## src/rtl/utf16_to_utf8_transcoder_macros.svh

```systemverilog
// utf16_to_utf8_transcoder_macros.svh
// assertion macros used by the transcoder back end (u16u8_back), no dependencies
`ifndef UTF16_TO_UTF8_TRANSCODER_MACROS_SVH
`define UTF16_TO_UTF8_TRANSCODER_MACROS_SVH

// same-cycle implication, disabled while in reset
`define U16U8_AST_NOW(label, clk, rst_n, ante, cons, msg) \
    label: assert property (@(posedge clk) disable iff (!(rst_n)) (ante) |-> (cons)) \
        else $error(msg);

// next-cycle implication, disabled while in reset
`define U16U8_AST_NEXT(label, clk, rst_n, ante, cons, msg) \
    label: assert property (@(posedge clk) disable iff (!(rst_n)) (ante) |=> (cons)) \
        else $error(msg);

`endif

```

## src/rtl/u16u8_pkg.sv

```systemverilog
// u16u8_pkg.sv
// types and constants for the utf-16 to utf-8 transcoder, no dependencies
`default_nettype none

package u16u8_pkg;

    localparam int QUEUE_DEPTH = 2;

    localparam logic [1:0] ST_OK       = 2'd0;
    localparam logic [1:0] ST_LONE_LOW = 2'd1;
    localparam logic [1:0] ST_UNPAIRED = 2'd2;

    localparam logic [5:0] HIGH_TAG = 6'b110110;
    localparam logic [5:0] LOW_TAG  = 6'b110111;
    localparam logic [20:0] SUPP_BASE = 21'h10000;

    typedef struct packed {
        logic [20:0] cp;
        logic [1:0]  nb_m1;
        logic [1:0]  status;
        logic        last;
    } t_job;

    typedef struct packed {
        logic [7:0] data;
        logic       run_end;
        logic       str_end;
        logic [1:0] status;
    } t_beat;

endpackage

`default_nettype wire

```

## src/rtl/u16u8_queue.sv

```systemverilog
// u16u8_queue.sv
// small register queue of decoded jobs between front and back
// depends on u16u8_pkg
`default_nettype none

module u16u8_queue #(
    parameter int DEPTH = u16u8_pkg::QUEUE_DEPTH
) (
    input  wire              i_clk,
    input  wire              i_rst_n,
    input  wire              i_push,
    input  wire u16u8_pkg::t_job i_data,
    output logic             o_full,
    input  wire              i_pop,
    output u16u8_pkg::t_job  o_data,
    output logic             o_empty
);

    localparam int PW = (DEPTH > 1) ? $clog2(DEPTH) : 1;
    localparam int CW = $clog2(DEPTH + 1);
    localparam logic [PW-1:0] LAST_PTR = PW'(DEPTH - 1);
    localparam logic [CW-1:0] FULL_CNT = CW'(DEPTH);

    u16u8_pkg::t_job r_mem [DEPTH];
    logic [PW-1:0] r_wptr, n_wptr;
    logic [PW-1:0] r_rptr, n_rptr;
    logic [CW-1:0] r_cnt, n_cnt;
    logic          do_push, do_pop;

    assign o_full  = (r_cnt == FULL_CNT);
    assign o_empty = (r_cnt == '0);
    assign do_push = i_push && !o_full;
    assign do_pop  = i_pop && !o_empty;
    assign o_data  = r_mem[r_rptr];

    always_comb begin
        n_wptr = r_wptr;
        n_rptr = r_rptr;
        n_cnt  = r_cnt;
        if (do_push) begin
            n_wptr = (r_wptr == LAST_PTR) ? '0 : r_wptr + 1'b1;
        end
        if (do_pop) begin
            n_rptr = (r_rptr == LAST_PTR) ? '0 : r_rptr + 1'b1;
        end
        if (do_push && !do_pop) begin
            n_cnt = r_cnt + 1'b1;
        end else if (do_pop && !do_push) begin
            n_cnt = r_cnt - 1'b1;
        end
    end

    always_ff @(posedge i_clk) begin
        if (!i_rst_n) begin
            r_wptr <= '0;
            r_rptr <= '0;
            r_cnt  <= '0;
        end else begin
            r_wptr <= n_wptr;
            r_rptr <= n_rptr;
            r_cnt  <= n_cnt;
        end
    end

    always_ff @(posedge i_clk) begin
        if (do_push) begin
            r_mem[r_wptr] <= i_data;
        end
    end

endmodule

`default_nettype wire

```

## src/rtl/u16u8_front.sv

```systemverilog
// u16u8_front.sv
// accepts code units, pairs surrogates, flags errors and issues encode jobs
// depends on u16u8_pkg
`default_nettype none

module u16u8_front (
    input  wire              i_clk,
    input  wire              i_rst_n,
    input  wire              i_valid,
    input  wire [15:0]       i_unit,
    input  wire              i_last,
    output logic             o_ready,
    input  wire              i_q_full,
    output logic             o_push,
    output u16u8_pkg::t_job  o_job
);

    logic [9:0] r_held_bits, n_held_bits;
    logic       r_held, n_held;
    logic       r_discard, n_discard;
    logic       accept, is_high, is_low;

    assign o_ready = !i_q_full;
    assign accept  = i_valid && o_ready;
    assign is_high = (i_unit[15:10] == u16u8_pkg::HIGH_TAG);
    assign is_low  = (i_unit[15:10] == u16u8_pkg::LOW_TAG);

    always_comb begin
        n_held_bits  = r_held_bits;
        n_held       = r_held;
        n_discard    = r_discard;
        o_push       = 1'b0;
        o_job.cp     = {5'd0, i_unit};
        o_job.nb_m1  = 2'd0;
        o_job.status = u16u8_pkg::ST_OK;
        o_job.last   = i_last;
        if (i_unit[15:7] == '0) begin
            o_job.nb_m1 = 2'd0;
        end else if (i_unit[15:11] == '0) begin
            o_job.nb_m1 = 2'd1;
        end else begin
            o_job.nb_m1 = 2'd2;
        end
        if (accept) begin
            if (r_discard) begin
                n_discard = !i_last;
            end else if (r_held) begin
                n_held      = 1'b0;
                n_held_bits = '0;
                o_push      = 1'b1;
                if (is_low) begin
                    o_job.cp    = {1'b0, r_held_bits, i_unit[9:0]} + u16u8_pkg::SUPP_BASE;
                    o_job.nb_m1 = 2'd3;
                end else begin
                    o_job.cp     = '0;
                    o_job.nb_m1  = 2'd0;
                    o_job.status = u16u8_pkg::ST_UNPAIRED;
                    o_job.last   = 1'b1;
                    n_discard    = !i_last;
                end
            end else if (is_low) begin
                o_push       = 1'b1;
                o_job.cp     = '0;
                o_job.nb_m1  = 2'd0;
                o_job.status = u16u8_pkg::ST_LONE_LOW;
                o_job.last   = 1'b1;
                n_discard    = !i_last;
            end else if (is_high) begin
                if (i_last) begin
                    o_push       = 1'b1;
                    o_job.cp     = '0;
                    o_job.nb_m1  = 2'd0;
                    o_job.status = u16u8_pkg::ST_UNPAIRED;
                end else begin
                    n_held      = 1'b1;
                    n_held_bits = i_unit[9:0];
                end
            end else begin
                o_push = 1'b1;
            end
        end
    end

    always_ff @(posedge i_clk) begin
        if (!i_rst_n) begin
            r_held_bits <= '0;
            r_held      <= 1'b0;
            r_discard   <= 1'b0;
        end else begin
            r_held_bits <= n_held_bits;
            r_held      <= n_held;
            r_discard   <= n_discard;
        end
    end

endmodule

`default_nettype wire

```

## src/rtl/u16u8_back.sv

```systemverilog
// u16u8_back.sv
// takes encode jobs from the queue and emits utf-8 bytes through an output register
// depends on u16u8_pkg and utf16_to_utf8_transcoder_macros.svh
`default_nettype none
`include "utf16_to_utf8_transcoder_macros.svh"

module u16u8_back (
    input  wire              i_clk,
    input  wire              i_rst_n,
    input  wire              i_q_empty,
    input  wire u16u8_pkg::t_job i_job,
    output logic             o_pop,
    output logic             o_valid,
    input  wire              i_ready,
    output u16u8_pkg::t_beat o_beat
);

    u16u8_pkg::t_job  r_job;
    u16u8_pkg::t_beat r_out;
    u16u8_pkg::t_beat beat;
    logic       r_job_valid, n_job_valid;
    logic       r_out_valid, n_out_valid;
    logic [1:0] r_idx, n_idx;
    logic       out_free, job_done;

    function automatic logic [7:0] byte_at(input logic [20:0] cp, input logic [1:0] nb_m1,
                                           input logic [1:0] idx);
        logic [7:0] b;
        b = {2'b10, cp[5:0]};
        case (nb_m1)
            2'd0: b = {1'b0, cp[6:0]};
            2'd1: begin
                if (idx == 2'd0) b = {3'b110, cp[10:6]};
            end
            2'd2: begin
                if (idx == 2'd0) b = {4'b1110, cp[15:12]};
                else if (idx == 2'd1) b = {2'b10, cp[11:6]};
            end
            default: begin
                if (idx == 2'd0) b = {5'b11110, cp[20:18]};
                else if (idx == 2'd1) b = {2'b10, cp[17:12]};
                else if (idx == 2'd2) b = {2'b10, cp[11:6]};
            end
        endcase
        return b;
    endfunction

    assign out_free = !r_out_valid || i_ready;
    assign job_done = r_job_valid && out_free && (r_idx == r_job.nb_m1);
    assign o_pop    = !i_q_empty && (!r_job_valid || job_done);
    assign o_valid  = r_out_valid;
    assign o_beat   = r_out;

    always_comb begin
        beat.data    = (r_job.status == u16u8_pkg::ST_OK)
                     ? byte_at(r_job.cp, r_job.nb_m1, r_idx) : 8'd0;
        beat.run_end = (r_idx == r_job.nb_m1);
        beat.str_end = (r_idx == r_job.nb_m1) && r_job.last;
        beat.status  = r_job.status;
    end

    always_comb begin
        n_job_valid = r_job_valid;
        n_idx       = r_idx;
        n_out_valid = r_out_valid;
        if (out_free) begin
            n_out_valid = r_job_valid;
        end
        if (o_pop) begin
            n_job_valid = 1'b1;
            n_idx       = '0;
        end else begin
            if (job_done) begin
                n_job_valid = 1'b0;
            end
            if (r_job_valid && out_free) begin
                n_idx = r_idx + 1'b1;
            end
        end
    end

    always_ff @(posedge i_clk) begin
        if (!i_rst_n) begin
            r_job_valid <= 1'b0;
            r_out_valid <= 1'b0;
            r_idx       <= '0;
        end else begin
            r_job_valid <= n_job_valid;
            r_out_valid <= n_out_valid;
            r_idx       <= n_idx;
        end
    end

    always_ff @(posedge i_clk) begin
        if (o_pop) begin
            r_job <= i_job;
        end
        if (out_free && r_job_valid) begin
            r_out <= beat;
        end
    end

    `U16U8_AST_NOW(a_err_beat, i_clk, i_rst_n,
        r_out_valid && (r_out.status != u16u8_pkg::ST_OK),
        (r_out.data == 8'd0) && r_out.run_end && r_out.str_end, "malformed error beat")
    `U16U8_AST_NOW(a_str_end, i_clk, i_rst_n, r_out_valid && r_out.str_end,
        r_out.run_end, "string end inside a run")
    `U16U8_AST_NOW(a_idx_range, i_clk, i_rst_n, r_job_valid,
        r_idx <= r_job.nb_m1, "byte index past job length")
    `U16U8_AST_NOW(a_err_len, i_clk, i_rst_n,
        r_job_valid && (r_job.status != u16u8_pkg::ST_OK),
        r_job.nb_m1 == 2'd0, "error job longer than one beat")
    `U16U8_AST_NEXT(a_run_gapless, i_clk, i_rst_n, r_out_valid && !r_out.run_end && i_ready,
        r_out_valid, "bubble inside a multi-byte run")

endmodule

`default_nettype wire

```

## src/rtl/utf16_to_utf8_transcoder.sv

```systemverilog
// utf16_to_utf8_transcoder.sv
// top level: front decoder, job queue and byte emitter
// depends on u16u8_pkg, u16u8_queue, u16u8_front, u16u8_back
//
// usage:
//   slave channel: one utf-16 code unit per beat in s_tdata, s_tlast marks the
//   final unit of a string. master channel: one utf-8 byte per beat in m_tdata,
//   m_tlast marks the final beat of a string, m_tuser carries last_of_run in
//   bit 0 and the status code in bits 2:1 (0 ok, 1 lone low surrogate,
//   2 unpaired high surrogate). an error gives one zero byte and the rest of
//   its string is dropped.
//   an accepted unit passes through the job queue, the job register and the
//   output register. a high surrogate gives no output until the next unit of
//   its string arrives. throughput: the emitter sends one byte per cycle while
//   the receiver is ready; a unit gives as many bytes as it needs: 1 for ascii,
//   2 or 3 for other bmp units, 4 per surrogate pair (2 units). units are taken
//   back to back while the job queue has room.
//   reset clears held surrogate, discard state, queue and the job and output valid flags.
//   when the receiver stalls the output beat holds, the queue fills and
//   s_tready falls once it is full.
`default_nettype none

module utf16_to_utf8_transcoder #(
    parameter int QDEPTH = u16u8_pkg::QUEUE_DEPTH
) (
    input  wire         i_clk,
    input  wire         i_rst_n,
    input  wire         s_tvalid,
    output logic        s_tready,
    input  wire  [15:0] s_tdata,   // code_unit
    input  wire         s_tlast,
    output logic        m_tvalid,
    input  wire         m_tready,
    output logic [7:0]  m_tdata,   // out_byte
    output logic [2:0]  m_tuser,   // last_of_run, status[1:0]
    output logic        m_tlast
);

    u16u8_pkg::t_job  push_job, pop_job;
    u16u8_pkg::t_beat beat;
    logic             push, pop, q_full, q_empty;

    u16u8_front u_front (
        .i_clk   (i_clk),
        .i_rst_n (i_rst_n),
        .i_valid (s_tvalid),
        .i_unit  (s_tdata),
        .i_last  (s_tlast),
        .o_ready (s_tready),
        .i_q_full(q_full),
        .o_push  (push),
        .o_job   (push_job)
    );

    u16u8_queue #(
        .DEPTH(QDEPTH)
    ) u_queue (
        .i_clk  (i_clk),
        .i_rst_n(i_rst_n),
        .i_push (push),
        .i_data (push_job),
        .o_full (q_full),
        .i_pop  (pop),
        .o_data (pop_job),
        .o_empty(q_empty)
    );

    u16u8_back u_back (
        .i_clk    (i_clk),
        .i_rst_n  (i_rst_n),
        .i_q_empty(q_empty),
        .i_job    (pop_job),
        .o_pop    (pop),
        .o_valid  (m_tvalid),
        .i_ready  (m_tready),
        .o_beat   (beat)
    );

    assign m_tdata = beat.data;
    assign m_tuser = {beat.status, beat.run_end};
    assign m_tlast = beat.str_end;

endmodule

`default_nettype wire

```

## config.mk

```make
export PLATFORM = sky130hd
export DESIGN_NAME = utf16_to_utf8_transcoder
export DESIGN_NICKNAME = d
export VERILOG_FILES = /design/src/rtl/u16u8_pkg.sv /design/src/rtl/u16u8_queue.sv /design/src/rtl/u16u8_front.sv /design/src/rtl/u16u8_back.sv /design/src/rtl/utf16_to_utf8_transcoder.sv
export VERILOG_INCLUDE_DIRS = /design/src /design/src/rtl
export SDC_FILE = /design/constraint.sdc
export NUM_CORES = 1
export LEC_CHECK = 0
export BUFFER_PORTS_ARGS = -buffer_cell sky130_fd_sc_hd__buf_4
export CAP_MARGIN = 20
export CORE_ASPECT_RATIO = 2
export CORE_MARGIN = 2
export CORE_UTILIZATION = 50
export CTS_CLUSTER_DIAMETER = 60
export DETAILED_ROUTE_END_ITERATION = 10
export MAX_ROUTING_LAYER = met4
export PLACE_DENSITY = 0.69
export SLEW_MARGIN = 10
export SYNTH_ARGS = -nofsm -noshare
export SYNTH_HDL_FRONTEND = slang
export SYNTH_SLANG_ARGS = --single-unit
export TNS_END_PERCENT = 30
```

## constraint.sdc

```tcl
create_clock -name i_clk -period 3.2 [get_ports i_clk]
set_clock_uncertainty 0.1 [all_clocks]
set_input_delay 0.64 -clock i_clk [delete_from_list [all_inputs] [get_ports i_clk]]
set_output_delay 0.64 -clock i_clk [all_outputs]
set_load 0.01 [all_outputs]
```

==> flow_summary_export.csv <==
group,metric,value,unit
routing,wl_met1,3.05,mm
die,dieArea,10300,sq um
routing,first_pass_iters,7,
yosys,postSynth.asyncResetShare,0,
yosys,synth_mux_area_frac,0.0886,
global_routing,grt_pass1_wl,13.7,mm
cells_and_area,final_core_util,0.580,
cts,cts_tree,"done",
sta,final.period_utilization,0.752,
global_routing,grt_pass1_vias,2857,
cells_and_area,area_delta_synth_final,13.5,%
yosys,syn_inst,341,
cts,cts_buffers,9,
pwr,leakagePower,1.93,nW
die,ios,35,
yosys,yosys.area_share.simple,0.0902,
cts,clock_latency,340,ps
yosys,syn-mean-instance-area,13.9,sq um
sta,hold_viol_final,0,
routing,drt-initial-drc-count,154,
global_routing,grt_max_degree,29,
yosys,ys_seq_area_frac,0.656,
pwr,power_density,865,nW/um^2
critical_path,crit_arrival,2570,ps
critical_path,crit_family,"flip-flops",
yosys,synth_nets,367,
yosys,synth_top_family_by_area,"compound AO/OA/AOI/OAI gates",
sta,tightest_slew,693,ps
yosys,netlist-cell-type-count,51,
place,hpwl,6.18,mm
die,row_count,50,
routing,top_layer,"met4",
global_routing,antenna_found_initial,0,
routing,wl_met2,4.90,mm
sta,relSlewSlack,0.538,
routing,ant_nets,0,
cts,cts_root_buffer,"clkbuf_16",
critical_path,cp_data_required_time,3370,ps
routing,wl_per_cell,17.7,um
critical_path,critPathLaunchType,"flip-flop",
cts,clock_path_buffers,2,
sta,finalMaxSlewViolations,0,
cells_and_area,drive_gt1_frac,0.250,
yosys,synth-compound-area-share,0.110,
yosys,synth-edff-count,90,
pwr,ir_worst_vdd,391,uV
sta,fmax,416,MHz
sta,rsz0062_at_grt,"no",
global_routing,grt.overflow.total,0,
routing,vias_per_cell,5.88,
die,die_w,72.8,um
cts,postCtsHoldBufs,0,
yosys,mappedNetlistArea,4730,sq um
critical_path,cpPeakStageDelay,750,ps
die,dieHeight,142,um
yosys,synthFlopType,"edfxtp_1",
cts,cts_max_level,3,
yosys,ys_ff_latch,110,
run_status,status,"finished clean",
critical_path,crit_chain,"xnor2_1, a31oi_1, nor2_2, inv_1, ha_1, or3_1, a21oi_1",
routing,vias,2822,
yosys,yosysWarningCount,0,
cts,clkSlewWorstSetupHoldPaths,70,ps
critical_path,cp_slowest_cell,"edfxtp_1",
routing,totalWireLength,8.49,mm
sta,fin_tns_setup,0,ps
yosys,synthAdderAreaFrac,0.0132,
place,gp_congestion,0.823,
cells_and_area,num-nets-final,397,
yosys,synth_xor_xnor_area_share,0.0130,
min_path,holdCritPathClass,"flip-flop to flip-flop",
cts,cts.sinks,110,
sta,finalCriticalPeriod,2400,ps
critical_path,path_buf_inv,1,
cts,cts_setup_buffers,0,
job,maxCapViolations,0,
routing,wl_met3,227,um
critical_path,crit_type,"flip-flop to flip-flop",
routing,route.detailed.drc,0,
cts,cts-resized-gates,0,
global_routing,grt_usage,0.182,
sta,finalSetupViolations,0,
place,portBuffers,34,
critical_path,crit_path_end_kind,"flip-flop",
die,initial_core_util,0.511,
die,core-area,9260,sq um
cells_and_area,diodes,0,
critical_path,critPathMaxFanout,17,
-- where the power goes --
part	leakage, nW	switching (mW)	internal [mW]
sequential	1.01	0.196	2.04
combinational	0.764	0.706	0.547
clock	0.152	0.470	0.684
-- cells in the final DEF (no fill, tap or decap), types with 5 or more instances in the layout --
master / netlist / routed
mux2_2: 31 / 31
nand2_1: 12 / 12
inv_1: 9 / 9
and2_1: 15 / 15
a31oi_1: 6 / 6
ha_1: 5 / 5
clkbuf_16: 0 / 9
mux2i_1: 7 / 7
edfxtp_1: 90 / 90
dfxtp_1: 20 / 20
nor2_1: 19 / 18
a21oi_1: 15 / 15
a22o_1: 16 / 16
buf_4: 1 / 38
o21ai_0: 10 / 10
-- logic make-up after synthesis --
logic type / count (synthesis)
simple gates: 78
xor+xnor: 7
mux: 38
flops: 110
fa+ha+maj: 5
compound gates: 73
buf+inv: 30
-- flip-flops by register name (all words and copies together) (netlist names) --
name,flops
u_queue.r_mem,52
u_back.r_job,24
u_back.o_beat,12
u_front.r_held_bits,10
u_back.beat,2
u_back.r_idx,2
u_queue.r_cnt,2
u_back.o_valid,1
u_back.r_job_valid,1
u_front.r_discard,1
u_front.r_held,1
u_queue.r_rptr,1
u_queue.r_wptr,1
-- path summary, 6_finish.rpt --
kind                                 startpoint               end  slack, ps  cells past startpoint
worst min register to register   u_back.beat[0]  u_back.o_beat[0]        340                      0
worst min-delay path             u_back.beat[0]  u_back.o_beat[0]        340                      0
worst max-delay path            u_back.r_job[4]  u_queue.r_cnt[1]        800                      7
worst max register to register  u_back.r_job[4]  u_queue.r_cnt[1]        800                      7
-- Yosys cell counts (2+ instances only) --
master	n	area share
nor3_1	3	0.0032
ha_1	5	0.013
nand4_1	3	0.0040
inv_1	9	0.0071
clkbuf_1	5	0.0040
nand2b_1	4	0.0053
dfxtp_1	20	0.085
or2_2	3	0.0040
mux2i_1	7	0.015
a22o_1	16	0.030
and3_1	2	0.0026
xor2_1	3	0.0056
o31a_1	2	0.0037
or3_1	2	0.0026
nand3_1	4	0.0042
buf_2	12	0.013
a21o_1	4	0.0063
and2_1	15	0.020
clkinv_1	2	0.0016
nor2b_1	3	0.0040
a32oi_1	2	0.0037
edfxtp_1	90	0.57
a211oi_1	3	0.0048
a22oi_1	2	0.0032
mux2_2	31	0.074
a221oi_1	2	0.0037
a31oi_1	6	0.0079
o211ai_1	2	0.0032
and4_1	2	0.0037
nand2_1	12	0.0095
o21ai_0	10	0.011
a21oi_1	15	0.016
nor2_1	19	0.015
xnor2_1	4	0.0074
-- layout make-up --
| cell class | instances | area (sq um) |
|---|---|---|
| flip-flops and latches | 110 | 3100 |
| repair buffers | 38 | 285 |
| well taps | 104 | 130 |
| fillers | 759 | 3890 |
| clock inverters | 6 | 86.3 |
| clock buffers | 10 | 229 |
| multi-input cells | 201 | 1500 |
| inverters | 11 | 41.3 |
-- per-layer routing --
metal | up-vias | global-route usage
li1 | 1358 | -
met1 | 1365 | 0.178
met2 | 77 | 0.330
met3 | 22 | 0.0298
met4 | 0 | 0.0965
met5 | - | -
-- per-stage QoR --
stage / cell area (sq um) / hold WS (ps) / cells / total power [mW] / setup WS, ps
5_1_grt: 5370 / 365 / 480 / 4.88 / 689
6_report: 5370 / 343 / 480 / 4.64 / 795
3_3_place_gp: 5050 / 328 / 464 / 3.47 / 714
3_5_place_dp: 5050 / 328 / 464 / 3.52 / 681
2_1_floorplan: 4730 / 317 / 341 / 3.13 / 45.0
4_1_cts: 5370 / 345 / 480 / 4.68 / 833
Note: power is estimated with default switching activity, not from simulation.
